`config.mk`:
```
export PLATFORM = sky130hd
export DESIGN_NAME = tgd_seed
export DESIGN_NICKNAME = d
export VERILOG_FILES = /design/src/rtl/tgd_pkg.sv /design/src/rtl/tgd_seed.sv
export SDC_FILE = /design/constraint.sdc
export NUM_CORES = 1
export LEC_CHECK = 0
export BUFFER_PORTS_ARGS = -buffer_cell sky130_fd_sc_hd__buf_2
export CORE_MARGIN = 1.5
export CORE_UTILIZATION = 49
export DETAILED_ROUTE_END_ITERATION = 8
export PLACE_DENSITY = 0.93
export RECOVER_POWER = 50
export SYNTH_ARGS = -nofsm -noshare
export SYNTH_HDL_FRONTEND = slang
export SYNTH_SLANG_ARGS = --single-unit
```
`constraint.sdc`:
```
create_clock -name vclk -period 3.1
set_clock_uncertainty 0.2 [all_clocks]
set_input_delay 0.62 -clock vclk [all_inputs]
set_output_delay 0.62 -clock vclk [all_outputs]
set_load 0.01 [all_outputs]
```
`src/rtl/tgd_pkg.sv`:
```
`default_nettype none
package tgd_pkg;

  localparam int GSD_ROUNDS = 3;

  localparam logic [31:0] SIGN_BIT = 32'h8000_0000;
  localparam logic [31:0] TWO_WORD = 32'h4000_0000;
  localparam logic [7:0]  SEED_EXP_TOP = 8'd253;
  localparam int          ALIGN_SHIFT = 39;

  // Reciprocal seed mantissas, indexed by the top seven mantissa bits
  localparam logic [22:0] SEED_ROM [128] = '{
    23'h7f8000, 23'h7e0000, 23'h7c0000, 23'h7a0000,
    23'h780000, 23'h760000, 23'h740000, 23'h720000,
    23'h700000, 23'h6f0000, 23'h6d0000, 23'h6b0000,
    23'h6a0000, 23'h680000, 23'h660000, 23'h650000,
    23'h630000, 23'h610000, 23'h600000, 23'h5e0000,
    23'h5d0000, 23'h5b0000, 23'h5a0000, 23'h590000,
    23'h570000, 23'h560000, 23'h540000, 23'h530000,
    23'h520000, 23'h500000, 23'h4f0000, 23'h4e0000,
    23'h4c0000, 23'h4b0000, 23'h4a0000, 23'h490000,
    23'h470000, 23'h460000, 23'h450000, 23'h440000,
    23'h430000, 23'h410000, 23'h400000, 23'h3f0000,
    23'h3e0000, 23'h3d0000, 23'h3c0000, 23'h3b0000,
    23'h3a0000, 23'h390000, 23'h380000, 23'h370000,
    23'h360000, 23'h350000, 23'h340000, 23'h330000,
    23'h320000, 23'h310000, 23'h300000, 23'h2f0000,
    23'h2e0000, 23'h2d0000, 23'h2c0000, 23'h2b0000,
    23'h2a0000, 23'h290000, 23'h280000, 23'h280000,
    23'h270000, 23'h260000, 23'h250000, 23'h240000,
    23'h230000, 23'h230000, 23'h220000, 23'h210000,
    23'h200000, 23'h1f0000, 23'h1f0000, 23'h1e0000,
    23'h1d0000, 23'h1c0000, 23'h1c0000, 23'h1b0000,
    23'h1a0000, 23'h190000, 23'h190000, 23'h180000,
    23'h170000, 23'h170000, 23'h160000, 23'h150000,
    23'h140000, 23'h140000, 23'h130000, 23'h120000,
    23'h120000, 23'h110000, 23'h100000, 23'h100000,
    23'h0f0000, 23'h0f0000, 23'h0e0000, 23'h0d0000,
    23'h0d0000, 23'h0c0000, 23'h0c0000, 23'h0b0000,
    23'h0a0000, 23'h0a0000, 23'h090000, 23'h090000,
    23'h080000, 23'h070000, 23'h070000, 23'h060000,
    23'h060000, 23'h050000, 23'h050000, 23'h040000,
    23'h040000, 23'h030000, 23'h030000, 23'h020000,
    23'h020000, 23'h010000, 23'h010000, 23'h000000
  };

  // Aligned difference waiting for normalization
  typedef struct packed {
    logic [63:0] diff;
    logic        sgn;
    logic [7:0]  bexp;
    logic        direct;
    logic [31:0] word;
    logic        bad;
  } align_t;

  // Per-item context carried down the pipe
  typedef struct packed {
    logic        op;
    logic [31:0] num;
    logic [31:0] den;
    logic [31:0] d;
    logic [31:0] n;
    logic [31:0] t;
    logic        bad;
    logic        rbad;
    align_t      al;
  } ctx_t;

  function automatic logic is_zero(input logic [31:0] w);
    return w[30:0] == 31'd0;
  endfunction

  function automatic logic is_normal(input logic [31:0] w);
    return (w[30:23] != 8'h00) && (w[30:23] != 8'hff);
  endfunction

endpackage
`default_nettype wire

```
`src/rtl/tgd_seed.sv`:
```
`default_nettype none
module tgd_seed
  import tgd_pkg::*;
(
  input  wire logic [31:0] den,
  output logic      [31:0] x
);

  logic [7:0] f;

  // Look up the reciprocal seed; out-of-range exponents give a signed zero
  always_comb begin
    f = den[30:23];
    if (f == 8'd0 || f >= SEED_EXP_TOP) begin
      x = {den[31], 31'd0};
    end else begin
      x = {den[31], 8'(SEED_EXP_TOP - f), SEED_ROM[den[22:16]]};
    end
  end

endmodule
`default_nettype wire

```
# Word-level counts from Yosys, hierarchy flattened
# Memory sizes are Yosys's and may differ from the RTL's.
# Index checks and enable logic that the tools add are counted.
# word_totals
register_bits,0
romBits,2944
inputBits,32
out_inout_bits,32
elab_cells,10
n_memories,1
# memory_table
name,depth,width,read_ports,rd_ports_with_merged_regs,wr,line,text
(no name shown),128,23,1,0,0,tgd_seed.sv:17,"x = {den[31], 8'(SEED_EXP_TOP - f), SEED_ROM[den[22:16]]};"
# classes
add_sub_neg,1
magnitude_cmp,2
mux,3
n_bitwise,1
reduce_logical,2
# ops
op,count
$mux W23,2
$mux W31,1
$ge A8 B8 Y1 const B,2
$logic_not A8 Y1,1
$not A7 Y8,1
$sub A8 B8 Y8 const A,1
$logic_or A1 B1 Y1,1

# Logic depth before layout (Yosys ltp)
# logic_depth
word_depth,5
mapped_depth,8
depth_no_buf,7

# Worst setup path after synthesis
# Ideal clock, no wire load.
# synth_path
kind,input -> output
from,input port den[16]
to,output port x[18]
arrival_time_ns,2.070
t_required_ns,2.280
slack_ns,0.210
stages,7
n_path_buf,1
path_cell_list,inv_1 ha_1 clkbuf_1 a21o_1 mux4_2 o2111ai_2 o41ai_1
# synth_between
elab_chain_len,5
# synth_rtl
element,line,text
from (decl),tgd_seed.sv:5,"input wire logic [31:0] den,"
$not A7 Y8 (not written as such),tgd_seed.sv:17,
$mem_v2 Z128 W23,-,
$mux W23 (not written as such) (2 in a row),tgd_seed.sv:17,
$mux W31,tgd_seed.sv:14,if (f == 8'd0 || f >= SEED_EXP_TOP) begin
to (decl),tgd_seed.sv:6,output logic [31:0] x
# Every way passes these cells. The select of a mux whose other input is x is not followed.

# Worst setup path in the final report
# layout_path
from,input port den[17]
to,output port x[16]
# The elaborated chain is that of the path after synthesis.

==> flow_summary.toml <==
[run_status]
status = "complete, but fails checks"
violations = "DRC"

[final_layout]
fin_area_mm2 = 0.001451
drive_gt1_frac = 0.2773
clkbuf_count = 0
multiInputGateArea_mm2 = 0.001095
final_util = 0.5967
layout_commonest_cell = "buf_2"
areaGrowthSynthToFinish_pct = 16.70
mostFrequentLayoutCells = "24 x buf_2, 19 x buf_4, 17 x o21ai_0"
seqCellArea_um2 = 0
fillers = 235
numSequentialCells = 0
diodes = 0
nNetsFinal = 264

[detailed_routing]
drtIter0Drc = 84
wl_per_cell_um = 14.16
vias = 1545
ant_nets = 0
wl_mm = 3.540
route.detailed.drc = 1
drtPass1Iterations = 7
drt-vias-per-instance = 6.180

[placed_design]
port_buffers = 31
gp_congestion = 1.001
hpwl_mm = 2.675
pre_cts_ws_ns = 0.004156
placed_cell_area_mm2 = 0.001411

[power_and_ir_drop]
p_clk_frac = 0
seq_power_share = 0
total_leakage_power_nw = 0.6366
vdd_drop_max_mv = 0.07736
p_comb_frac = 1.000
internal_power_uw = 91.47
pwr_density_cell_mw_per_mm2 = 151.2
p_switching_uw = 127.9
finalPower_uw = 219.4
p_sw_frac = 0.5830

[floorplan]
core_mm2 = 0.002432
dieArea_mm2 = 0.002849
pin_count = 64
die_w_um = 53.38
rows = 18
initial_core_util = 0.5113
die_h_um = 53.38

[critical_path]
end_kind = "primary output"
setup.worst_path.start_class = "input pin"
cp_data_arrival_time_ns = 2.25
worstSetupPathType = "in2out"
required_ns = 2.28
critPathLaunch = "den[17]"
critPathTopFamily = "buffers and inverters"
cp_cell_sequence = "clkbuf_4, inv_2, buf_4, ha_1, nand2b_1, o21a_1, mux4_2, o2111ai_1, o21ai_1, buf_2"
crit_path_end = "x[16]"
crit_buf_inv = 4
slowest_stage = "mux4_2"
path_depth = 10
critPathMaxFanout = 7
slowest_delay_ns = 0.46

[global_route]
grt_pass1_wl_mm = 5.237
grt_pass1_vias = 1162
grt_max_degree = 21
track_usage = 0.2379
grt_antenna_before_repair = 0
overflow = 0

[sta]
finalSetupViolCount = 0
max_freq_mhz = 325.4
fin_crit_ns = 3.073
final_hold_viol_count = 0
finalCritPeriodShare = 0.9914
fin_setup_tns_ns = 0
slew_violations = 0
setup_slack_ns = 0.02670

[synthesis]
yosysSeqAreaShare = 0
syn-cell-area_mm2 = 0.001244
yosys_warnings = 0
synth_area_per_cell_um2 = 6.615
yosysUniqueCellTypes = 51
netlist_instances = 188

[flow_run]
cap_viol_max_count = 0

[worst_hold_path]
hp-class = "in2out"

[cts]
cts.hold.buffers_added = 0
what timing repair did:
item / 4_1_cts / 5_1_grt
cloned: 0 / 0
gates resized for setup: 1 / 11
pin swaps: 0 / 1
endpoints found under the setup margin: 1 / 3
setup buffers: 0 / 1
endpoints found under the hold margin: 0 / 0
area by class of cell:
type / instances / share of cell area
inverters: 8 / 0.02069
well taps: 30 / 0.02586
repair buffers: 49 / 0.1991
multi-input cells: 163 / 0.7543
per-stage QoR:
step	instances	hold slack (ns)
after detailed placement	249	1.040
after global routing	250	1.040
final	250	1.040
after global placement	249	1.040
after CTS	249	1.040
after floorplan	202	1.088
cell families after synthesis:
kind of cell | count (synthesis) | synth area share
other | 1 | 0.003015
buffers and inverters | 39 | 0.1891
multiplexers | 3 | 0.04426
AO/OA/AOI/OAI | 67 | 0.3702
XOR/XNOR | 6 | 0.04225
adder cells (fa/ha/maj) | 10 | 0.1006
AND/OR/NAND/NOR | 62 | 0.2505
cell usage after synthesis (all sizes together) (2+ instances only):
library cell,n,share of area
nor2,17,0.057
clkbuf,7,0.021
nor2b,3,0.015
a32oi,2,0.014
o311ai,2,0.014
a211oi,4,0.024
nand2,14,0.044
ha,10,0.10
a31o,2,0.014
and2,3,0.017
a311oi,3,0.021
xnor2,4,0.028
o21a,2,0.012
mux4,2,0.036
a21o,3,0.018
a31oi,2,0.010
a21oi,7,0.028
o21ai,20,0.080
o211ai,10,0.060
nand4,2,0.010
nand2b,3,0.015
nor3,3,0.012
nand3,10,0.040
o2111ai,3,0.026
inv,8,0.024
xor2,2,0.014
buf,24,0.14
worst min-delay path by stage:
| stage | start | to | slack [ns] | cells after the start |
|---|---|---|---|---|
| after floorplan | den[23] | x[23] | 1.09 | 1 |
| after global placement | den[31] | x[31] | 1.04 | 0 |
| after detailed placement | den[31] | x[31] | 1.04 | 0 |
| after CTS | den[31] | x[31] | 1.04 | 0 |
| after global routing | den[31] | x[31] | 1.04 | 0 |
| final | den[31] | x[31] | 1.04 | 0 |
power by group through the flow:
stage | Sequential, mW | Combinational (mW) | Clock (mW)
floorplan | 0 | 0.155 | 0
global placement | 0 | 0.204 | 0
detailed placement | 0 | 0.208 | 0
CTS | 0 | 0.209 | 0
global route | 0 | 0.243 | 0
finish | 0 | 0.219 | 0
routing by layer:
| layer | part of all wire | GRT usage | vias to the layer above |
|---|---|---|---|
| met5 | 0 | 0 | - |
| met4 | 0.0068 | 0.008547 | 0 |
| met3 | 0.095 | 0.005650 | 8 |
| met2 | 0.49 | 0.3930 | 92 |
| met1 | 0.41 | 0.3563 | 717 |
| li1 | - | - | 728 |
Note: power is estimated with default switching activity, not from simulation.
