File: config.mk
export PLATFORM = sky130hd
export DESIGN_NAME = tgd_tmul
export DESIGN_NICKNAME = d
export VERILOG_FILES = /design/src/rtl/tgd_pkg.sv /design/src/rtl/tgd_tmul.sv
export SDC_FILE = /design/constraint.sdc
export NUM_CORES = 1
export LEC_CHECK = 0
export ABC_AREA = 1
export CAP_MARGIN = 30
export CORE_ASPECT_RATIO = 0.9
export CORE_MARGIN = 8
export CORE_UTILIZATION = 70
export DETAILED_ROUTE_END_ITERATION = 10
export DONT_BUFFER_PORTS = 1
export GPL_TIMING_DRIVEN = 1
export PLACE_DENSITY = 0.88
export SLEW_MARGIN = 5
export SYNTH_ARGS = -nofsm -noshare
export SYNTH_HDL_FRONTEND = slang
export SYNTH_SLANG_ARGS = --single-unit
File: constraint.sdc
create_clock -name vclk -period 21.3
set_input_delay 4.26 -clock vclk [all_inputs]
set_output_delay 4.26 -clock vclk [all_outputs]
set_load 0.02 [all_outputs]
File: src/rtl/tgd_pkg.sv
`default_nettype none
package tgd_pkg;

  localparam int GSD_ROUNDS = 3;

  localparam logic [31:0] SIGN_BIT = 32'h8000_0000;
  localparam logic [31:0] TWO_WORD = 32'h4000_0000;
  localparam logic [7:0]  SEED_EXP_TOP = 8'd253;
  localparam int          ALIGN_SHIFT = 39;

  // Reciprocal seed mantissas, indexed by the top seven mantissa bits
  localparam logic [22:0] SEED_ROM [128] = '{
    23'h7f8000, 23'h7e0000, 23'h7c0000, 23'h7a0000,
    23'h780000, 23'h760000, 23'h740000, 23'h720000,
    23'h700000, 23'h6f0000, 23'h6d0000, 23'h6b0000,
    23'h6a0000, 23'h680000, 23'h660000, 23'h650000,
    23'h630000, 23'h610000, 23'h600000, 23'h5e0000,
    23'h5d0000, 23'h5b0000, 23'h5a0000, 23'h590000,
    23'h570000, 23'h560000, 23'h540000, 23'h530000,
    23'h520000, 23'h500000, 23'h4f0000, 23'h4e0000,
    23'h4c0000, 23'h4b0000, 23'h4a0000, 23'h490000,
    23'h470000, 23'h460000, 23'h450000, 23'h440000,
    23'h430000, 23'h410000, 23'h400000, 23'h3f0000,
    23'h3e0000, 23'h3d0000, 23'h3c0000, 23'h3b0000,
    23'h3a0000, 23'h390000, 23'h380000, 23'h370000,
    23'h360000, 23'h350000, 23'h340000, 23'h330000,
    23'h320000, 23'h310000, 23'h300000, 23'h2f0000,
    23'h2e0000, 23'h2d0000, 23'h2c0000, 23'h2b0000,
    23'h2a0000, 23'h290000, 23'h280000, 23'h280000,
    23'h270000, 23'h260000, 23'h250000, 23'h240000,
    23'h230000, 23'h230000, 23'h220000, 23'h210000,
    23'h200000, 23'h1f0000, 23'h1f0000, 23'h1e0000,
    23'h1d0000, 23'h1c0000, 23'h1c0000, 23'h1b0000,
    23'h1a0000, 23'h190000, 23'h190000, 23'h180000,
    23'h170000, 23'h170000, 23'h160000, 23'h150000,
    23'h140000, 23'h140000, 23'h130000, 23'h120000,
    23'h120000, 23'h110000, 23'h100000, 23'h100000,
    23'h0f0000, 23'h0f0000, 23'h0e0000, 23'h0d0000,
    23'h0d0000, 23'h0c0000, 23'h0c0000, 23'h0b0000,
    23'h0a0000, 23'h0a0000, 23'h090000, 23'h090000,
    23'h080000, 23'h070000, 23'h070000, 23'h060000,
    23'h060000, 23'h050000, 23'h050000, 23'h040000,
    23'h040000, 23'h030000, 23'h030000, 23'h020000,
    23'h020000, 23'h010000, 23'h010000, 23'h000000
  };

  // Aligned difference waiting for normalization
  typedef struct packed {
    logic [63:0] diff;
    logic        sgn;
    logic [7:0]  bexp;
    logic        direct;
    logic [31:0] word;
    logic        bad;
  } align_t;

  // Per-item context carried down the pipe
  typedef struct packed {
    logic        op;
    logic [31:0] num;
    logic [31:0] den;
    logic [31:0] d;
    logic [31:0] n;
    logic [31:0] t;
    logic        bad;
    logic        rbad;
    align_t      al;
  } ctx_t;

  function automatic logic is_zero(input logic [31:0] w);
    return w[30:0] == 31'd0;
  endfunction

  function automatic logic is_normal(input logic [31:0] w);
    return (w[30:23] != 8'h00) && (w[30:23] != 8'hff);
  endfunction

endpackage
`default_nettype wire

File: src/rtl/tgd_tmul.sv
`default_nettype none
module tgd_tmul
  import tgd_pkg::*;
(
  input  wire logic [31:0] a,
  input  wire logic [31:0] b,
  output logic      [31:0] y,
  output logic             bad
);

  logic [47:0]       p;
  logic signed [9:0] ev;
  logic [22:0]       mant;
  logic              sgn;

  assign p = {1'b1, a[22:0]} * {1'b1, b[22:0]};

  // Truncate the product to 24 bits and pack
  always_comb begin
    sgn  = a[31] ^ b[31];
    ev   = $signed({2'b0, a[30:23]}) + $signed({2'b0, b[30:23]}) - 10'sd127
         + $signed({9'b0, p[47]});
    mant = p[47] ? p[46:24] : p[45:23];
    y    = 32'd0;
    bad  = 1'b0;
    if (is_zero(a) || is_zero(b)) begin
      y = {sgn, 31'd0};
    end else if (!is_normal(a) || !is_normal(b)) begin
      bad = 1'b1;
    end else if (ev <= 10'sd0 || ev >= 10'sd255) begin
      bad = 1'b1;
    end else begin
      y = {sgn, ev[7:0], mant};
    end
  end

endmodule
`default_nettype wire

# Word level (Yosys, flattened, before mapping)
# Cells that the tools add are included.
# totals
ff_bits,0
output_inout_bits,33
word_cells,27
# op_classes
add_sub_neg,3
n_mul,1
n_lt_le_gt_ge,2
n_eq_ne,2
n_mux,7
bitwise_logic,1
n_reduce_logical,11
# op_table
cell,n
$mux W32,3
$logic_not A31 Y1,2
$mul A24 B24 Y48,1
$mux W23,1
$ne A8 B8 Y1 const B,2
$reduce_bool A8 Y1,2
$add A10 B2 Y10,1
$ge A10 B9 Y1 const B,1
$le A10 B1 Y1 const B,1
$sub A9 B7 Y10 const B,1
$add A8 B8 Y9,1
$logic_or A1 B1 Y1,3
$mux W1,3
$logic_and A1 B1 Y1,2
$logic_not A1 Y1,2
$xor A1 B1 Y1,1

# Depth between registers and ports, before layout
# logic_depth
word_depth,8
depth_mapped,50
depth_no_buf,47

# Worst setup path before layout
# Ideal clock, no wire load.
# synth_timing
path_kind,input port to output port
start,input port b[3]
end,output port y[31]
arrival_ns,12.063
t_required_ns,17.040
setup_slack_ns,4.977
stages,46
cell_sequence,clkbuf_1 > clkbuf_1 > nand2_1 > fa_1 > inv_1 > fa_1 > inv_1 > fa_1 > inv_1 > fa_1 > inv_1 > fa_1 > inv_1 > fa_1 > inv_1 > fa_1 > inv_1 > ha_1 > (+10 left out) > inv_1 > nand2_1 > ha_1 > inv_1 > fa_1 > inv_1 > nand3_1 > nand2_1 > nand4_1 > nand2_1 > nand2_1 > nand2_1 > nor2_1 > nand2_1 > nand3_1 > buf_4 > and2_1 > nor2_1
# synth_via
elab_chain_len,7
word_cells_on_any_way,10
# synth_lines
element,line,source
from (decl),tgd_tmul.sv:6,"input wire logic [31:0] b,"
$mul A24 B24 Y48,tgd_tmul.sv:16,"assign p = {1'b1, a[22:0]} * {1'b1, b[22:0]};"
$add A10 B2 Y10,tgd_tmul.sv:22,"+ $signed({9'b0, p[47]});"
$le A10 B1 Y1 or $ge A10 B9 Y1 (tied branches),tgd_tmul.sv:30,end else if (ev <= 10'sd0 || ev >= 10'sd255) begin
$logic_or A1 B1 Y1,tgd_tmul.sv:30,
$mux W32,tgd_tmul.sv:30,
$mux W32,tgd_tmul.sv:28,end else if (!is_normal(a) || !is_normal(b)) begin
$mux W32 (*),tgd_tmul.sv:26,if (is_zero(a) || is_zero(b)) begin
to (decl),tgd_tmul.sv:7,"output logic [31:0] y,"
# Every way passes the cells marked *; elsewhere a longest branch is shown, timed or not.

# Worst setup path in the final report
# layout_timing
start,input port a[20]
end,output port y[8]
# layout_via
elab_chain_len,7
word_cells_on_any_way,11
# layout_lines
element,line,source
from (decl),tgd_tmul.sv:5,"input wire logic [31:0] a,"
$mul A24 B24 Y48,tgd_tmul.sv:16,
$add A10 B2 Y10,tgd_tmul.sv:22,
$le A10 B1 Y1 or $ge A10 B9 Y1 (tied branches),tgd_tmul.sv:30,
$logic_or A1 B1 Y1,tgd_tmul.sv:30,
$mux W32,tgd_tmul.sv:30,
$mux W32,tgd_tmul.sv:28,
$mux W32 (*),tgd_tmul.sv:26,
# Marks and branches as above.

==> flow_summary.json <==
{
  "status": "completed",
  "num_rows": 60,
  "arrival_ns": 12.81,
  "cp_max_fo": 25,
  "top_level_ports": 97,
  "crit_path_start_kind": "primary input",
  "syn_nets": 3665,
  "finalSetupTns_ns": 0,
  "syn-cell-area_um2": 21000,
  "slowest_stage": "fa_1",
  "required_ns": 17.04,
  "drive_above_1_share_pct": 0.531,
  "die_x_um": 199,
  "grt_max_degree": 26,
  "seq_area_um2": 0,
  "core-area_um2": 29700,
  "crit_family": "adder cells",
  "initial_core_util_pct": 70.6,
  "viasPerCell": 5.59,
  "max-cap-violations": 0,
  "max_freq_mhz": 58.6,
  "cts_setup_buffers": 0,
  "layout.nets": 3556,
  "n_antenna_cell": 0,
  "drt_iter0_markers": 1934,
  "hold_violations": 0,
  "synthTopCellsByArea": "fa_1 46%, inv_1 17%, nand2_1 15%",
  "whs_path_depth": 2,
  "timing.critical_path.depth": 43,
  "ys_warn_count": 0,
  "post_cts_resized": 0,
  "vias": 18000,
  "grt_pass1_wl_mm": 97.7,
  "io_buffers": 0,
  "gp_congestion": 1.01,
  "path_buf_inv": 11,
  "ant_nets": 0,
  "max_stage_delay_ns": 0.55,
  "antenna_found_initial": 1,
  "dieArea_um2": 35800,
  "wl_mm": 59.0,
  "flops_and_latches": 0,
  "period_share_pct": 80.2,
  "grt_usage_pct": 34.1,
  "synth_top_cell_by_area": "fa_1",
  "synth_cells": 2935,
  "grt_pass1_vias": 19700,
  "tightestPinTransition_ns": 0.456,
  "dp_hpwl_mm": 49.1,
  "firstDrtPassIters": 6,
  "syn_to_final_growth_pct": 0.238,
  "num-clock-buffers": 0,
  "syn_area_per_cell_um2": 7.15,
  "grt_overflow": 0,
  "routedWlPerCell_um": 18.3,
  "rsz0062_at_grt": "false",
  "ys_types": 33,
  "slew_viol_final": 0,
  "worst_setup_path_end_kind": "output pin",
  "fin_cells": 3227,
  "hold_buffers": 0,
  "max_slew_margin_pct": 69.3,
  "place_inst": 3227,
  "crit_top_cell": "nand2_1",
  "die_h_um": 180,
  "synth_top_area_share_pct": 46.0,
  "worstSetupPathType": "in -> out",
  "ys_seq_area_share_pct": 0,
  "drc": 0,
  "layout_min_cycle_time_ns": 17.07,
  "setup_violations": 0,
  "worstHoldPathType": "in -> out"
}
==> kinds of logic (layout without fill, tap and decap cells) <==
| logic type | after synthesis | after routing | share of synthesized area, % |
|---|---|---|---|
| xor+xnor | 14 | 14 | 0.584 |
| fa+ha+maj | 666 | 666 | 56.9 |
| compound gates | 104 | 104 | 2.70 |
| buf+inv | 1054 | 943 | 19.0 |
| simple gates | 1097 | 1097 | 20.8 |
==> final cells by class <==
cell class         count  area, um2
inverters            943       3540
well taps            403        504
fillers             2389       8690
multi-input cells   1881      17000
==> stage by stage <==
stage / utilization, % / area [um2] / setup slack [ns] / hold slack, ns
floorplan: - / 21000 / 4.98 / 8.70
global placement: 70.8 / 21000 / 4.48 / 8.72
detailed placement: 70.8 / 21000 / 4.26 / 8.72
CTS: 70.8 / 21000 / 4.23 / 8.72
global route: 70.8 / 21000 / 3.69 / 8.73
finish: 70.8 / 21000 / 4.23 / 8.72
==> cell usage after synthesis (all sizes together) <==
cell / instances
nand3b: 5
or2: 4
and3: 2
nor2: 136
nor4: 13
o22a: 1
a21o: 3
buf: 8
nand2: 843
nand4: 25
xnor2: 7
a21boi: 1
xor2: 7
inv: 943
o21bai: 9
fa: 482
ha: 184
o22ai: 2
nand3: 55
nor3: 9
clkbuf: 103
a21oi: 61
o21ai: 27
and2: 5
==> placed cells by master (no fill, tap or decap), types with 7 or more instances in the layout <==
master	instances
inv_1	939
nand2_1	840
fa_1	482
ha_1	184
nor2_1	134
a21oi_1	59
nand3_1	54
nand4_1	25
o21ai_0	21
nor4_1	13
o21bai_1	9
nor3_1	9
xnor2_1	7
xor2_1	7
==> worst paths after layout <==
kind / startpoint / end / slack, ns
hold / removal: a[31] / y[31] / 8.72
setup / recovery: a[20] / y[8] / 4.23
==> per-layer routing <==
metal | share of wire [%] | up-vias | global-route usage, %
li1 | - | 7991 | -
met1 | 37 | 8666 | 44.0
met2 | 47 | 1174 | 55.1
met3 | 13 | 202 | 8.87
met4 | 3.6 | 0 | 12.3
met5 | 0 | - | 0
Power is left out: the tool's default activity adds up to more than one toggle a clock period on the data nets, which glitch-free logic cannot reach.
