--- config.mk ---
export PLATFORM = sky130hd
export DESIGN_NAME = tgd_sub_norm
export DESIGN_NICKNAME = d
export VERILOG_FILES = /design/src/rtl/tgd_pkg.sv /design/src/rtl/tgd_sub_norm.sv
export SDC_FILE = /design/constraint.sdc
export NUM_CORES = 1
export LEC_CHECK = 0
export BUFFER_PORTS_ARGS = -buffer_cell sky130_fd_sc_hd__buf_2
export CORE_MARGIN = 8
export CORE_UTILIZATION = 50
export DETAILED_ROUTE_END_ITERATION = 8
export PLACE_DENSITY = 0.78
export REMOVE_ABC_BUFFERS = 1
export SLEW_MARGIN = 20
export SYNTH_ARGS = -nofsm -noshare
export SYNTH_HDL_FRONTEND = slang
export SYNTH_SLANG_ARGS = --single-unit
export TNS_END_PERCENT = 100
--- constraint.sdc ---
create_clock -name vclk -period 24
set_clock_uncertainty 0.2 [all_clocks]
set_input_delay 4.8 -clock vclk [all_inputs]
set_output_delay 4.8 -clock vclk [all_outputs]
set_load 0.005 [all_outputs]
--- src/rtl/tgd_pkg.sv ---
`default_nettype none
package tgd_pkg;

  localparam int GSD_ROUNDS = 3;

  localparam logic [31:0] SIGN_BIT = 32'h8000_0000;
  localparam logic [31:0] TWO_WORD = 32'h4000_0000;
  localparam logic [7:0]  SEED_EXP_TOP = 8'd253;
  localparam int          ALIGN_SHIFT = 39;

  // Reciprocal seed mantissas, indexed by the top seven mantissa bits
  localparam logic [22:0] SEED_ROM [128] = '{
    23'h7f8000, 23'h7e0000, 23'h7c0000, 23'h7a0000,
    23'h780000, 23'h760000, 23'h740000, 23'h720000,
    23'h700000, 23'h6f0000, 23'h6d0000, 23'h6b0000,
    23'h6a0000, 23'h680000, 23'h660000, 23'h650000,
    23'h630000, 23'h610000, 23'h600000, 23'h5e0000,
    23'h5d0000, 23'h5b0000, 23'h5a0000, 23'h590000,
    23'h570000, 23'h560000, 23'h540000, 23'h530000,
    23'h520000, 23'h500000, 23'h4f0000, 23'h4e0000,
    23'h4c0000, 23'h4b0000, 23'h4a0000, 23'h490000,
    23'h470000, 23'h460000, 23'h450000, 23'h440000,
    23'h430000, 23'h410000, 23'h400000, 23'h3f0000,
    23'h3e0000, 23'h3d0000, 23'h3c0000, 23'h3b0000,
    23'h3a0000, 23'h390000, 23'h380000, 23'h370000,
    23'h360000, 23'h350000, 23'h340000, 23'h330000,
    23'h320000, 23'h310000, 23'h300000, 23'h2f0000,
    23'h2e0000, 23'h2d0000, 23'h2c0000, 23'h2b0000,
    23'h2a0000, 23'h290000, 23'h280000, 23'h280000,
    23'h270000, 23'h260000, 23'h250000, 23'h240000,
    23'h230000, 23'h230000, 23'h220000, 23'h210000,
    23'h200000, 23'h1f0000, 23'h1f0000, 23'h1e0000,
    23'h1d0000, 23'h1c0000, 23'h1c0000, 23'h1b0000,
    23'h1a0000, 23'h190000, 23'h190000, 23'h180000,
    23'h170000, 23'h170000, 23'h160000, 23'h150000,
    23'h140000, 23'h140000, 23'h130000, 23'h120000,
    23'h120000, 23'h110000, 23'h100000, 23'h100000,
    23'h0f0000, 23'h0f0000, 23'h0e0000, 23'h0d0000,
    23'h0d0000, 23'h0c0000, 23'h0c0000, 23'h0b0000,
    23'h0a0000, 23'h0a0000, 23'h090000, 23'h090000,
    23'h080000, 23'h070000, 23'h070000, 23'h060000,
    23'h060000, 23'h050000, 23'h050000, 23'h040000,
    23'h040000, 23'h030000, 23'h030000, 23'h020000,
    23'h020000, 23'h010000, 23'h010000, 23'h000000
  };

  // Aligned difference waiting for normalization
  typedef struct packed {
    logic [63:0] diff;
    logic        sgn;
    logic [7:0]  bexp;
    logic        direct;
    logic [31:0] word;
    logic        bad;
  } align_t;

  // Per-item context carried down the pipe
  typedef struct packed {
    logic        op;
    logic [31:0] num;
    logic [31:0] den;
    logic [31:0] d;
    logic [31:0] n;
    logic [31:0] t;
    logic        bad;
    logic        rbad;
    align_t      al;
  } ctx_t;

  function automatic logic is_zero(input logic [31:0] w);
    return w[30:0] == 31'd0;
  endfunction

  function automatic logic is_normal(input logic [31:0] w);
    return (w[30:23] != 8'h00) && (w[30:23] != 8'hff);
  endfunction

endpackage
`default_nettype wire

--- src/rtl/tgd_sub_norm.sv ---
`default_nettype none
module tgd_sub_norm
  import tgd_pkg::*;
(
  input  wire align_t      al,
  output logic      [31:0] y,
  output logic             bad
);

  logic [5:0]        lz;
  logic [63:0]       norm;
  logic signed [9:0] ev;

  // Count leading zeros of the difference
  always_comb begin
    lz = 6'd0;
    for (int i = 0; i < 64; i++) begin
      if (al.diff[i]) begin
        lz = 6'(63 - i);
      end
    end
  end

  // Normalize, truncate and pack with range checks
  always_comb begin
    norm = al.diff << lz;
    ev   = $signed({2'b0, al.bexp}) + 10'sd1 - $signed({4'b0, lz});
    y    = 32'd0;
    bad  = 1'b0;
    if (al.direct) begin
      y   = al.word;
      bad = al.bad;
    end else if (al.diff == 64'd0) begin
      y = 32'd0;
    end else if (ev <= 10'sd0) begin
      y = {al.sgn, 31'd0};
    end else if (ev >= 10'sd255) begin
      bad = 1'b1;
    end else begin
      y = {al.sgn, ev[7:0], norm[62:40]};
    end
  end

endmodule
`default_nettype wire

# ---- Word-level counts from Yosys, hierarchy flattened
# Cells that the tools add are included.
dict set report classes {
  eq_ne 0
  n_reduce_logical 1
  add_sub_neg 2
  mul 0
  magnitude_cmp 2
  div 0
  n_mux 72
  shifts 1
  bitwise_logic 0
}
# cell count
set op_table {}
lappend op_table {{$mux W6} 64}
lappend op_table {{$mux W32} 4}
lappend op_table {{$logic_not A64 Y1} 1}
lappend op_table {{$shl A64 B6 Y63} 1}
lappend op_table {{$ge A10 B9 Y1 const B} 1}
lappend op_table {{$le A10 B1 Y1 const B} 1}
lappend op_table {{$sub A9 B6 Y10} 1}
lappend op_table {{$add A8 B1 Y9 const B} 1}
lappend op_table {{$mux W1} 4}
dict set report word_totals {
  latchBits 0
  reg_bits 0
  word_cells 78
  n_memories 0
  rom_bits 0
  inputBits 107
  mem_bits_rw 0
}

# ---- Longest topological paths before layout
dict set report logic_depth {
  word_depth 70
  mapped_depth 25
  mapped_depth_nobuf 21
}

# ---- Worst setup path before layout
# No wires, ideal clock.
dict set report synth_path {
  kind {input to output}
  startpoint {input port al[87] (netlist bit)}
  endpoint {output port y[13]}
  path_slack_ns 9.569
  cell_stages 25
  required_time_ns 19.000
  path_buffers 4
  arrival_ns 9.431
  cell_sequence {or2_2 -> a211oi_1 -> o311ai_0 -> o21a_1 -> nand2_2 -> inv_2 -> buf_2 -> buf_2 -> ha_1 -> inv_1 -> ha_1 -> fa_1 -> a21o_1 -> a21oi_1 -> o21bai_1 -> a21oi_1 -> xnor2_1 -> o31ai_1 -> and3b_1 -> buf_2 -> nand2_1 -> nor2_1 -> clkbuf_1 -> a221oi_1 -> nand2_1}
}
dict set report synth_via {
  elab_chain_len 26
  elab_cells_between_ends 29
}
# element line_no
set synth_lines {}
lappend synth_lines {{start: declaration} tgd_sub_norm.sv:5} ;# input wire align_t al,
lappend synth_lines {{$mux W6 (20 in series)} tgd_sub_norm.sv:18} ;# if (al.diff[i]) begin
lappend synth_lines {{$sub A9 B6 Y10} tgd_sub_norm.sv:27} ;# ev = $signed({2'b0, al.bexp}) + 10'sd1 - $signed({4'b0, lz});
lappend synth_lines {{$ge A10 B9 Y1} tgd_sub_norm.sv:37} ;# end else if (ev >= 10'sd255) begin
lappend synth_lines {{$mux W32} tgd_sub_norm.sv:37}
lappend synth_lines {{$mux W32} tgd_sub_norm.sv:35} ;# end else if (ev <= 10'sd0) begin
lappend synth_lines {{$mux W32 (*)} tgd_sub_norm.sv:33} ;# end else if (al.diff == 64'd0) begin
lappend synth_lines {{$mux W32 (*)} tgd_sub_norm.sv:30} ;# if (al.direct) begin
lappend synth_lines {{end: declaration} tgd_sub_norm.sv:6} ;# output logic [31:0] y,
# Every way passes the cells marked *; elsewhere a longest branch is shown, timed or not.

# ---- Final worst setup path
dict set report layout_path {
  startpoint {input port al[87] (netlist bit)}
  endpoint {output port y[15]}
}
# Same word-level chain as after synthesis.

==> results.md <==
- Leakage power: 2.66 nW
- Largest net degree at the start of global routing: 53
- Initial antenna violation count: 0
- Initial DRC count: 667
- Buf/Inv on CP: 5
- GP Congestion: 1.03
- Commonest non-fill, non-tap cells in the layout: mux2i_1 (161), buf_2 (140), nand2_1 (64), a21oi_1 (55), nor2_1 (52)
- Layout area overhead: 13.8%
- Status: completed
- Final worst path period need: 16560 ps
- Pwr dens: 22.3 nW/µm²
- Register area share after synthesis: 0%
- Total Power: 0.121 mW
- HP Start: al[12]
- Total track usage: 28.7%
- Mapped Avg Cell Area: 7.07 µm²
- Final Max Tran Viols: 0
- # diodes: 0
- CP Class: input pin to primary output
- Initial Utilization: 51.5%
- Cell area after synthesis: 4760 µm²
- WP data required: 19000 ps
- Area of the core: 9240 µm²
- Seq Cell Count: 0
- Drc violations: 0
- Share of layout cells above drive strength 1: 22.6%
- Wire length per cell: 21.8 µm
- Vias/cell: 6.67
- CP Launch Type: input pin
- Drt first pass iters: 5
- Crit-path cells: buf_2 -> or2_2 -> a211oi_1 -> o311ai_0 -> o21a_1 -> nand2_2 -> buf_4 -> inv_2 -> ha_1 -> inv_1 -> ha_1 -> fa_1 -> a21o_1 -> a21oi_1 -> o21bai_1 -> a21oi_1 -> xnor2_1 -> o31ai_1 -> and3b_1 -> nand2_1 -> nor2_1 -> a221oi_1 -> o21ai_0 -> buf_2
- Site Rows: 35
- First-pass GRT wire length: 30700 µm
- I/O pin count: 140
- Crit-path max FO: 51
- Cell family with most CP delay: compound AO/OA/AOI/OAI gates
- Slowest-stage cell, CP: nor2_1
- Port buffer count: 140
- Setup Viol. Count Final: 0
- Final nets: 899
- Post-layout util: 58.6%
- Slew margin rel.: 22.1%
- Gr ovfl total: 0
- Worst Setup SP: al[87]
- Max Cap Viol: 0
- Hold WC Path Type: input pin to primary output
- Vias in the first global route: 5829
- Filler cell count: 929
- Crit. End Element: primary output
- Final period utilization: 69.0%
- Ys Warns: 0
- Die width: 114 µm
- DP Wirelength: 15800 µm
- Cell variety after synth: 73
- Die height: 114 µm
- Post-CTS sizing: 0
- Final ANT Viol Nets: 0
- RSZ-0062 raised after global routing: false
- FF+latch area: 0 µm²
- Most common cell after layout, fill and taps aside: mux2i_1
- WL final: 19700 µm
- Maximum clock rate: 0.0604 GHz
- Die footprint: 12900 µm²
- Capture point of the worst path: y[15]
- CP Depth: 24
- Vias after detailed routing: 6032
- CP max stage delay: 780 ps
- Setup TNS: 0 ps
- Worst hold margin: 9690 ps
- Setup Fix Bufs, Post-CTS: 0
- Final hold vios: 0
- CLK BUF: 0
- Worst slew pin tran: 1160 ps
- Max rail drop VDD: 12.5 µV
- Cell count after synthesis: 673
- Worst Path Arrival: 11560 ps
- Cts hold-fix bufs: 0
[cells in the mapped netlist (all sizes together), types with 4 or more instances]
| master | instances | area [µm²] |
|---|---|---|
| nor2b | 6 | 37.5 |
| a22oi | 11 | 82.6 |
| a22o | 6 | 52.6 |
| ha | 14 | 175 |
| nand2 | 65 | 246 |
| o311ai | 6 | 60.1 |
| o31ai | 8 | 60.1 |
| nor3 | 23 | 115 |
| a211oi | 12 | 100 |
| nor4 | 16 | 106 |
| o22ai | 11 | 68.8 |
| o21ai | 31 | 155 |
| nand3 | 27 | 135 |
| a31oi | 5 | 31.3 |
| a21oi | 56 | 280 |
| clkbuf | 16 | 60.1 |
| mux4 | 5 | 116 |
| nor2 | 52 | 195 |
| xnor2 | 5 | 43.8 |
| a221oi | 6 | 58.8 |
| o211ai | 9 | 67.6 |
| inv | 24 | 90.1 |
| mux2i | 161 | 1610 |
| or3 | 4 | 25.0 |
| buf | 30 | 223 |
| nand2b | 9 | 56.3 |
| o221ai | 5 | 43.8 |
[logic make-up (layout without fill, tap and decap cells)]
group | count (synthesis) | count (layout) | synth area share [%]
xor gates and xnor gates | 6 | 6 | 1.10
adders and majority gates | 15 | 15 | 4.10
buffers and inverters | 71 | 173 | 7.91
and+or+nand+nor | 213 | 213 | 20.9
muxes | 169 | 169 | 37.0
AOI/OAI and AO/OA | 199 | 199 | 28.9
[per-layer routing]
layer  vias to the layer above  part of all wire (%)  track usage (%)  wire length [µm]
met5                         -                     0                0                 0
met4                         0                   3.5             10.6               696
met3                        50                    10             4.81              2030
met2                       384                    45             46.7              8960
met1                      2798                    41             37.1              8040
li1                       2800                     -                -                 -
[power by group]
part | internal [mW] | switching, mW | total (mW)
Sequential | 0 | 0 | 0
Combinational | 0.0476 | 0.0733 | 0.121
Clock | 0 | 0 | 0
Total | 0.0476 | 0.0733 | 0.121
[layout make-up]
class,instances,area (µm²),share of cell area [%]
Multi-Input combinational cell,602,4400,81.2
Timing Repair Buffer,148,761,14.1
Tap cell,129,161,2.98
Inverter,25,93.8,1.73
[worst min path at each step]
stage | end | slack (ps) | depth (start not counted)
after CTS | y[24] | 9700 | 3
after detailed placement | y[14] | 9690 | 4
final | y[11] | 9690 | 4
after floorplan | y[10] | 9490 | 2
after global placement | y[26] | 9690 | 4
after global routing | y[8] | 9720 | 4
[tightest hold or removal path, stage by stage]
cell and delay (ps):
buf_2 70, nand2_1 40, nand3_1 60, buf_2 110
[stage by stage]
| step | std cells | setup WS, ps | instance area [µm²] |
|---|---|---|---|
| after CTS | 904 | 7660 | 5410 |
| after detailed placement | 904 | 7670 | 5410 |
| after floorplan | 627 | 6730 | 4480 |
| after global routing | 904 | 7120 | 5410 |
| after global placement | 904 | 7850 | 5410 |
| final | 904 | 7440 | 5410 |
Power figures use the tool's default switching activity.
