**config.mk**
```make
export PLATFORM = sky130hd
export DESIGN_NAME = tgd_sub_align
export DESIGN_NICKNAME = d
export VERILOG_FILES = /design/src/rtl/tgd_pkg.sv /design/src/rtl/tgd_sub_align.sv
export SDC_FILE = /design/constraint.sdc
export NUM_CORES = 1
export LEC_CHECK = 0
export BUFFER_PORTS_ARGS = -buffer_cell sky130_fd_sc_hd__buf_2
export CORE_MARGIN = 1.5
export CORE_UTILIZATION = 45
export DETAILED_ROUTE_END_ITERATION = 12
export PLACE_DENSITY_LB_ADDON = 0.15
export SYNTH_ARGS = -nofsm -noshare
export SYNTH_HDL_FRONTEND = slang
export SYNTH_SLANG_ARGS = --single-unit
```
**constraint.sdc**
```tcl
create_clock -name vclk -period 6.82
set_input_delay 0.682 -clock vclk [all_inputs]
set_output_delay 0.682 -clock vclk [all_outputs]
set_load 0.02 [all_outputs]
```
**src/rtl/tgd_pkg.sv**
```systemverilog
`default_nettype none
package tgd_pkg;

  localparam int GSD_ROUNDS = 3;

  localparam logic [31:0] SIGN_BIT = 32'h8000_0000;
  localparam logic [31:0] TWO_WORD = 32'h4000_0000;
  localparam logic [7:0]  SEED_EXP_TOP = 8'd253;
  localparam int          ALIGN_SHIFT = 39;

  // Reciprocal seed mantissas, indexed by the top seven mantissa bits
  localparam logic [22:0] SEED_ROM [128] = '{
    23'h7f8000, 23'h7e0000, 23'h7c0000, 23'h7a0000,
    23'h780000, 23'h760000, 23'h740000, 23'h720000,
    23'h700000, 23'h6f0000, 23'h6d0000, 23'h6b0000,
    23'h6a0000, 23'h680000, 23'h660000, 23'h650000,
    23'h630000, 23'h610000, 23'h600000, 23'h5e0000,
    23'h5d0000, 23'h5b0000, 23'h5a0000, 23'h590000,
    23'h570000, 23'h560000, 23'h540000, 23'h530000,
    23'h520000, 23'h500000, 23'h4f0000, 23'h4e0000,
    23'h4c0000, 23'h4b0000, 23'h4a0000, 23'h490000,
    23'h470000, 23'h460000, 23'h450000, 23'h440000,
    23'h430000, 23'h410000, 23'h400000, 23'h3f0000,
    23'h3e0000, 23'h3d0000, 23'h3c0000, 23'h3b0000,
    23'h3a0000, 23'h390000, 23'h380000, 23'h370000,
    23'h360000, 23'h350000, 23'h340000, 23'h330000,
    23'h320000, 23'h310000, 23'h300000, 23'h2f0000,
    23'h2e0000, 23'h2d0000, 23'h2c0000, 23'h2b0000,
    23'h2a0000, 23'h290000, 23'h280000, 23'h280000,
    23'h270000, 23'h260000, 23'h250000, 23'h240000,
    23'h230000, 23'h230000, 23'h220000, 23'h210000,
    23'h200000, 23'h1f0000, 23'h1f0000, 23'h1e0000,
    23'h1d0000, 23'h1c0000, 23'h1c0000, 23'h1b0000,
    23'h1a0000, 23'h190000, 23'h190000, 23'h180000,
    23'h170000, 23'h170000, 23'h160000, 23'h150000,
    23'h140000, 23'h140000, 23'h130000, 23'h120000,
    23'h120000, 23'h110000, 23'h100000, 23'h100000,
    23'h0f0000, 23'h0f0000, 23'h0e0000, 23'h0d0000,
    23'h0d0000, 23'h0c0000, 23'h0c0000, 23'h0b0000,
    23'h0a0000, 23'h0a0000, 23'h090000, 23'h090000,
    23'h080000, 23'h070000, 23'h070000, 23'h060000,
    23'h060000, 23'h050000, 23'h050000, 23'h040000,
    23'h040000, 23'h030000, 23'h030000, 23'h020000,
    23'h020000, 23'h010000, 23'h010000, 23'h000000
  };

  // Aligned difference waiting for normalization
  typedef struct packed {
    logic [63:0] diff;
    logic        sgn;
    logic [7:0]  bexp;
    logic        direct;
    logic [31:0] word;
    logic        bad;
  } align_t;

  // Per-item context carried down the pipe
  typedef struct packed {
    logic        op;
    logic [31:0] num;
    logic [31:0] den;
    logic [31:0] d;
    logic [31:0] n;
    logic [31:0] t;
    logic        bad;
    logic        rbad;
    align_t      al;
  } ctx_t;

  function automatic logic is_zero(input logic [31:0] w);
    return w[30:0] == 31'd0;
  endfunction

  function automatic logic is_normal(input logic [31:0] w);
    return (w[30:23] != 8'h00) && (w[30:23] != 8'hff);
  endfunction

endpackage
`default_nettype wire

```
**src/rtl/tgd_sub_align.sv**
```systemverilog
`default_nettype none
module tgd_sub_align
  import tgd_pkg::*;
(
  input  wire logic [31:0] a,
  input  wire logic [31:0] b,
  output align_t           al
);

  logic        sa, sb, agb;
  logic [23:0] big, little;
  logic [7:0]  gap;
  logic [63:0] bigx, part;

  // Order the operands by magnitude and line up the smaller one
  always_comb begin
    sa     = a[31];
    sb     = ~b[31];
    agb    = a[30:0] >= b[30:0];
    big    = agb ? {1'b1, a[22:0]} : {1'b1, b[22:0]};
    little = agb ? {1'b1, b[22:0]} : {1'b1, a[22:0]};
    gap    = agb ? (a[30:23] - b[30:23]) : (b[30:23] - a[30:23]);
    bigx   = {1'b0, big, 39'd0};
    if (gap >= 8'd63) begin
      part = (sa != sb) ? 64'd1 : 64'd0;
    end else begin
      part = {1'b0, little, 39'd0} >> gap;
    end
    al.diff   = (sa == sb) ? (bigx + part) : (bigx - part);
    al.sgn    = agb ? sa : sb;
    al.bexp   = agb ? a[30:23] : b[30:23];
    al.direct = 1'b0;
    al.word   = 32'd0;
    al.bad    = 1'b0;
    if ((!is_normal(a) && !is_zero(a)) || (!is_normal(b) && !is_zero(b))) begin
      al.direct = 1'b1;
      al.bad    = 1'b1;
    end else if (is_zero(b)) begin
      al.direct = 1'b1;
      if (is_zero(a)) begin
        al.word = (a[31] && !b[31]) ? SIGN_BIT : 32'd0;
      end else begin
        al.word = a;
      end
    end else if (is_zero(a)) begin
      al.direct = 1'b1;
      al.word   = b ^ SIGN_BIT;
    end
  end

endmodule
`default_nettype wire

```
Yosys cells after proc, flatten, opt, wreduce, memory -nomap -nowiden

Cells that the tools add are included.

$add $sub $neg: 4
Multipliers: 0
Div/mod/pow operators: 0
$lt $le $gt $ge: 2
Eq/ne operators: 4
Shift operators: 1
Multiplexer cells: 15
Bitwise logic cells: 1
Reductions and logical operators: 15

Operators with widths:

| kind                                                                   | number |
|---|---|
| 64-bit two-way mux                                                     | 2 |
| 32-bit two-way mux                                                     | 3 |
| 33-bit two-way mux                                                     | 2 |
| 63-bit by 64-bit adder with 64-bit output                              | 1 |
| 63-bit by 8-bit >> shifter with 64-bit output                          | 1 |
| 63-bit by 64-bit subtractor with 64-bit output                         | 1 |
| 31-bit zero test                                                       | 2 |
| 23-bit two-way mux                                                     | 2 |
| 31-bit >= comparator                                                   | 1 |
| 8-bit two-way mux                                                      | 2 |
| 8-bit != test (second input constant)                                  | 2 |
| 8-bit nonzero test                                                     | 2 |
| 8-bit subtractor                                                       | 2 |
| 8-bit by 6-bit >= comparator with 1-bit output (second input constant) | 1 |
| 1-bit logical AND                                                      | 5 |
| 1-bit zero test                                                        | 5 |
| 1-bit two-way mux                                                      | 4 |
| 1-bit equality test                                                    | 1 |
| 1-bit logical OR                                                       | 1 |
| 1-bit != test                                                          | 1 |
| 1-bit inverter                                                         | 1 |

Register bits: 0
Latch bits: 0
Memory bits (writable): 0
Memory bits (read-only): 0
Bits of input ports: 64
Output and inout port bits: 107
Word-level logic and storage cells: 42
Memories: 0

Depth between registers and ports, before layout

Gate-level depths: netlist of run 1.

Word-level depth: 6
Gate-level depth with buffers: 33
Depth with buffers taken out: 30

Worst setup path before layout of run 1

OpenSTA, ideal clock, no wires.

Path kind: input to output
Start point: in a[23]
End point: out al[105] (netlist bit)
Arrival time: 6829 ps
Data required time: 6138 ps
Slack: -691 ps
Stages: 29
Buffers on the path: 2
Path through: inv_1 ha_1 inv_1 fa_1 clkbuf_1 and3_1 o21ai_1 nor3b_1 nor4_1 a21boi_0 nor2_1 nor2_1 clkbuf_1 nand2_1 ha_1 inv_1 o21a_1 o21bai_1 a21oi_1 o21bai_1 a2111oi_0 o311ai_0 a21oi_1 o41ai_1 o41ai_1 o41ai_1 o31ai_1 o21ai_0 nor3_1

RTL lines:

| item            | RTL line           | source |
|---|---|---|
| start, declared | tgd_sub_align.sv:5 | `input wire logic [31:0] a,` |
| end, declared   | tgd_sub_align.sv:7 | `output align_t al` |

==> flow_summary.json, run 1 <==
{
  "status": "finished, violations left",
  "violations": "negative setup slack",
  "drive_above_1_share_pct": 48.4,
  "crit_path_start_kind": "input pin",
  "p_leak_nw": 8.69,
  "synthSimpleGateAreaFrac_pct": 27.2,
  "p_per_area_mw_per_mm2": 202,
  "design_area_mm2": 0.0184,
  "final_max_slew_viol_count": 0,
  "antenna_found_initial": 4,
  "finalNonFillerCells": 2713,
  "rsz0062_at_grt": "true",
  "fin_crit_ns": 8.08,
  "critical_path_required_ns": 6.14,
  "max-cap-violations": 0,
  "yosysWarnings": 0,
  "slew_headroom_pct": 39.3,
  "yosysSeqAreaShare_pct": 0,
  "crit_slowest_cell": "o21ai_1",
  "ir_worst_vdd_v": 0.000198,
  "path_delay_family": "compound AO/OA/AOI/OAI gates",
  "final.setup.worst_slack_ns": -1.26,
  "synthCells": 1644,
  "cp-end-kind": "output pin",
  "dp_cells": 2613,
  "synth_top_cell_by_area": "ha_1",
  "portBuffers": 171,
  "synth-compound-area-share_pct": 38.2,
  "chipWidth_um": 156,
  "dr.pass1.iters": 7,
  "path_buf_inv": 7,
  "syn_nets": 1798,
  "synthMuxAreaShare_pct": 11.4,
  "grt_util_met2_pct": 81.8,
  "power_frac_comb_pct": 100.0,
  "clock_buffers": 0,
  "ant_nets": 0,
  "grt_pass1_wl_mm": 95.4,
  "num_io_pins": 171,
  "rows": 55,
  "switching_share_pct": 56.8,
  "core_mm2": 0.0228,
  "grtUsageMet3_pct": 11.7,
  "avgRoutedWirePerCell_um": 26.0,
  "synth_area_leaders": "ha_1 (10%), nand2_1 (7.2%), o21ai_0 (6.7%)",
  "crit_fanout": 6,
  "top_usage_layer": "met2",
  "hold_class": "in -> out",
  "seq_cells": 0,
  "grt_util_met1_pct": 59.4,
  "n_fill_cell": 1534,
  "nets": 2553,
  "wl_mm": 70.7,
  "drc": 0,
  "vias": 18500,
  "fmaxAchievable_mhz": 124,
  "grt_start_max_net_pins": 76,
  "postPlaceCellArea_mm2": 0.0159,
  "setup_viol": 48,
  "synthXorXnorAreaFrac_pct": 4.06,
  "crit_path_max_incr_delay_ns": 0.73,
  "multi_input_comb_area_mm2": 0.0112,
  "avgSynthCellArea_um2": 6.42,
  "internal_power_mw": 1.61,
  "grt_util_all_layers_pct": 51.0,
  "area_growth_pct": 74.3,
  "yosysUniqueCellTypes": 100,
  "gp_congestion": 1.11,
  "viasPerCell": 6.82,
  "synth_top_family_by_area": "compound AO/OA/AOI/OAI gates",
  "die_area_mm2": 0.0244,
  "hold_viol": 0,
  "p_sw_mw": 2.11,
  "arrival_ns": 7.40,
  "p_clk_share_pct": 0,
  "start_util_pct": 46.2,
  "cts_hold_buffers": 0,
  "tightest_slew_ns": 0.904,
  "drt_iter0_markers": 2992,
  "seq_power_share_pct": 0,
  "seqCellArea_um2": 0,
  "die_h_um": 156,
  "post-route-period-util_pct": 119,
  "synthAdderAreaFrac_pct": 10.9,
  "syn_area_mm2": 0.0106,
  "hpwl_mm": 49.1,
  "grt_overflow": 0,
  "fin_hold_ws_ns": 1.72,
  "synth_top_area_share_pct": 10.3,
  "critical_path_class": "in -> out",
  "grt_pass1_vias": 16700
}
per-layer routing:
layer / routed length (µm) / vias to the layer above
li1: - / 7699
met3: 9330 / 611
met4: 7540 / 2
met1: 24100 / 8440
met2: 29700 / 1744
met5: 12 / -
worst min-delay path: stages:
cell	delay [ns]
buf_2	0.10
o21ai_0	0.09
buf_2	0.16
cells in the final DEF (no fill, tap or decap), drive strengths merged, types with 27 or more instances in the layout:
cell type / netlist / routed
ha: 87 / 87
nor3: 39 / 39
nand3: 43 / 43
buf: 50 / 867
inv: 94 / 94
o21ai: 160 / 160
nand4: 27 / 27
a21o: 29 / 29
mux2: 28 / 28
nor2: 149 / 149
xnor2: 35 / 35
nand2: 205 / 205
mux2i: 55 / 55
a21oi: 116 / 116
worst paths after layout:
| kind | start | to | slack (ns) | cells past startpoint |
|---|---|---|---|---|
| hold / removal | b[31] | al[42] | 1.72 | 3 |
| setup / recovery | b[6] | al[102] | -1.26 | 33 |
layout make-up:
type               count  area share (%)
diodes                 3          0.0408
repair buffers       867            35.0
inverters             95            2.05
multi-input cells   1435            60.8
well taps            313            2.13
synthesized netlist by cell type (6+ instances only):
master and instances:
nand2_1 203, nor2_1 148, o21ai_0 142, a21oi_1 114
inv_1 93, ha_1 87, clkbuf_1 65, mux2i_1 55
nand3_1 43, nor3_1 38, buf_2 35, xnor2_1 35
a21o_1 29, mux2_2 28, nand4_1 27, nor4_1 26
or3_1 26, o31ai_1 24, a211oi_1 22, o211ai_1 22
o21bai_1 22, o22ai_1 21, nand2b_1 19, a22oi_1 16
a31oi_1 16, o21ai_1 16, a2111oi_0 15, mux4_2 15
xor2_1 14, o21a_1 13, and2_1 12, and3_1 12
a221oi_1 10, nor2b_1 8, or2_2 8, a221o_1 6
buf_1 6, o221ai_1 6, o311ai_1 6, o41ai_1 6
what timing repair did:
| action | CTS | global route |
|---|---|---|
| buffers inserted | 57 | 46 |
| pin swaps | 76 | 79 |
| cloned | 2 | 0 |
| endpoints found under the hold margin | 0 | 0 |
| resized for setup | 226 | 140 |
| setup endpoints to repair | 31 | 46 |
through the flow:
step                setup WS [ns]  power [mW]  utilization, %  TNS, ns
floorplan                  0.0186        1.58               -        0
global placement           -0.746        2.98            69.6    -6.75
detailed placement         -0.983        3.02            69.6    -9.12
CTS                        -0.371        3.26            76.5    -1.69
global route                -1.25        3.85            80.6   -20.57
finish                      -1.26        3.72            80.6   -21.04
kinds of logic (layout without fill, tap and decap cells):
family,count (synthesis),after routing
multiplexers,98,98
buffers and inverters,210,962
adder cells (fa/ha/maj),90,90
AO/OA/AOI/OAI,593,594
XOR/XNOR,49,49
other,0,3
AND/OR/NAND/NOR,604,604
power by group through the flow:
stage	logic [mW]	clock network (mW)	registers, mW
after global routing	3.85	0.0000000331	0
after global placement	2.98	0	0
after floorplan	1.58	0	0
final	3.72	0.0000000506	0
after detailed placement	3.02	0	0
after CTS	3.26	0	0
Note: power is estimated with default switching activity, not from simulation.
==> run 2, diff against run 1 <==
- clock period: 6.82 -> 8.7 ns (I/O delays scaled with it)
==> run 2 against run 1 <==
Compared with the run above:
- the run now ends clean
- sequential share of layout area unchanged
- first-iteration DRC count shrank 40%
- combinational power decreased by 45%
- flip-flop and latch count is the same
- hold slack better by 0.40 ns
- power is 45% lower
- die area stayed put
- critical path depth unchanged
- setup slack better by 1.6 ns
- critical endpoint is now al[103]
==> flow_summary.json, run 2 (same netlist as run 1, synthesis figures left out) <==
{
  "tightest_slew_ns": 1.02,
  "drt_iter0_markers": 1810,
  "cp-end-kind": "output pin",
  "drive_above_1_share_pct": 25.0,
  "fin_hold_ws_ns": 2.12,
  "layout_commonest_cell": "nand2_1",
  "diodes": 0,
  "p_leak_nw": 5.93,
  "dp_cells": 2178,
  "core_mm2": 0.0228,
  "drc": 0,
  "path_delay_family": "compound AO/OA/AOI/OAI gates",
  "hpwl_mm": 45.0,
  "die_h_um": 156,
  "rsz0062_at_grt": "false",
  "fin_setup_tns_ns": 0,
  "final_cell_mix": "nand2_1 (201), buf_2 (171), buf_4 (168)",
  "vias": 14600,
  "postPlaceCellArea_mm2": 0.0126,
  "finalNonFillerCells": 2190,
  "crit_fanout": 8,
  "wl_mm": 54.5,
  "antenna_found_initial": 1,
  "dr.pass1.iters": 7,
  "seqCellArea_um2": 0,
  "pre_cts_slack_ns": 0.0546,
  "status": "completed",
  "num_io_pins": 171,
  "post-route-period-util_pct": 95.9,
  "design_area_mm2": 0.0129,
  "fmaxAchievable_mhz": 120,
  "ir_worst_vdd_v": 0.000118,
  "grt_pass1_vias": 13300,
  "seq_cells": 0,
  "avgRoutedWirePerCell_um": 24.9,
  "max-cap-violations": 0,
  "crit_slowest_cell": "a221o_2",
  "area_growth_pct": 22.1,
  "clock_buffers": 0,
  "nets": 2033,
  "p_per_area_mw_per_mm2": 158,
  "viasPerCell": 6.68,
  "hold_viol": 0,
  "grt_util_all_layers_pct": 43.0,
  "chipWidth_um": 156,
  "total_power_mw": 2.03,
  "final.setup.worst_slack_ns": 0.359,
  "ant_nets": 0,
  "die_area_mm2": 0.0244,
  "hold_class": "in -> out",
  "start_util_pct": 46.2,
  "path_buf_inv": 9,
  "grt_overflow": 0,
  "fin_util_pct": 56.4,
  "slew_headroom_pct": 30.4,
  "final_max_slew_viol_count": 0,
  "gp_congestion": 1.09,
  "crit_path_max_incr_delay_ns": 0.44,
  "grt_start_max_net_pins": 59,
  "rows": 55,
  "critical_path_required_ns": 7.83,
  "crit_path_start_kind": "input pin",
  "grt_pass1_wl_mm": 80.6,
  "arrival_ns": 7.47,
  "setup_viol": 0,
  "portBuffers": 171,
  "fin_crit_ns": 8.34,
  "critical_path_class": "in -> out",
  "cp_common_cell": "buf_4"
}
[run 2: cell count changes in the layout (fill, tap and decap cells not counted), moves of 8 or more]
cell,before,now
inv_1,69,93
buf_4,671,168
o21ai_1,28,18
mux2i_1,44,54
nand2_1,192,201
inv_2,19,1
buf_6,36,2
o21ai_0,123,139
a21oi_2,27,8
ha_4,28,0
nand2_2,11,3
a21oi_1,86,107
ha_1,57,85
buf_2,146,171
[run 2: path summary, 6_finish.rpt]
kind | start | depth (start not counted) | endpoint
min | b[31] | 3 | al[42]
max | b[4] | 33 | al[103]
[run 2: repair_timing]
item	in CTS	in global routing
hold buffers	0	0
setup endpoints to repair	0	4
hold endpoints to repair	0	0
gates resized for setup	0	46
buffers inserted	0	10
[run 2: metal layers]
| metal | track usage, % | up-vias | part of all wire [%] |
|---|---|---|---|
| met5 | 0 | - | 0.022 |
| met4 | 19.8 | 2 | 5.7 |
| met3 | 6.64 | 193 | 10 |
| met2 | 69.9 | 1008 | 44 |
| met1 | 55.7 | 6775 | 40 |
| li1 | - | 6647 | - |
[run 2: cell type report]
class              instances  area [µm²]
multi-input cells       1436        9900
well taps                313         392
repair buffers           346        2240
fillers                 2393        9950
inverters                 95         360
[run 2: power breakdown]
part | switching (mW) | internal (mW) | total (mW)
sequential | 0 | 0 | 0
clock | 0 | 0 | 0
combinational | 1.31 | 0.718 | 2.03
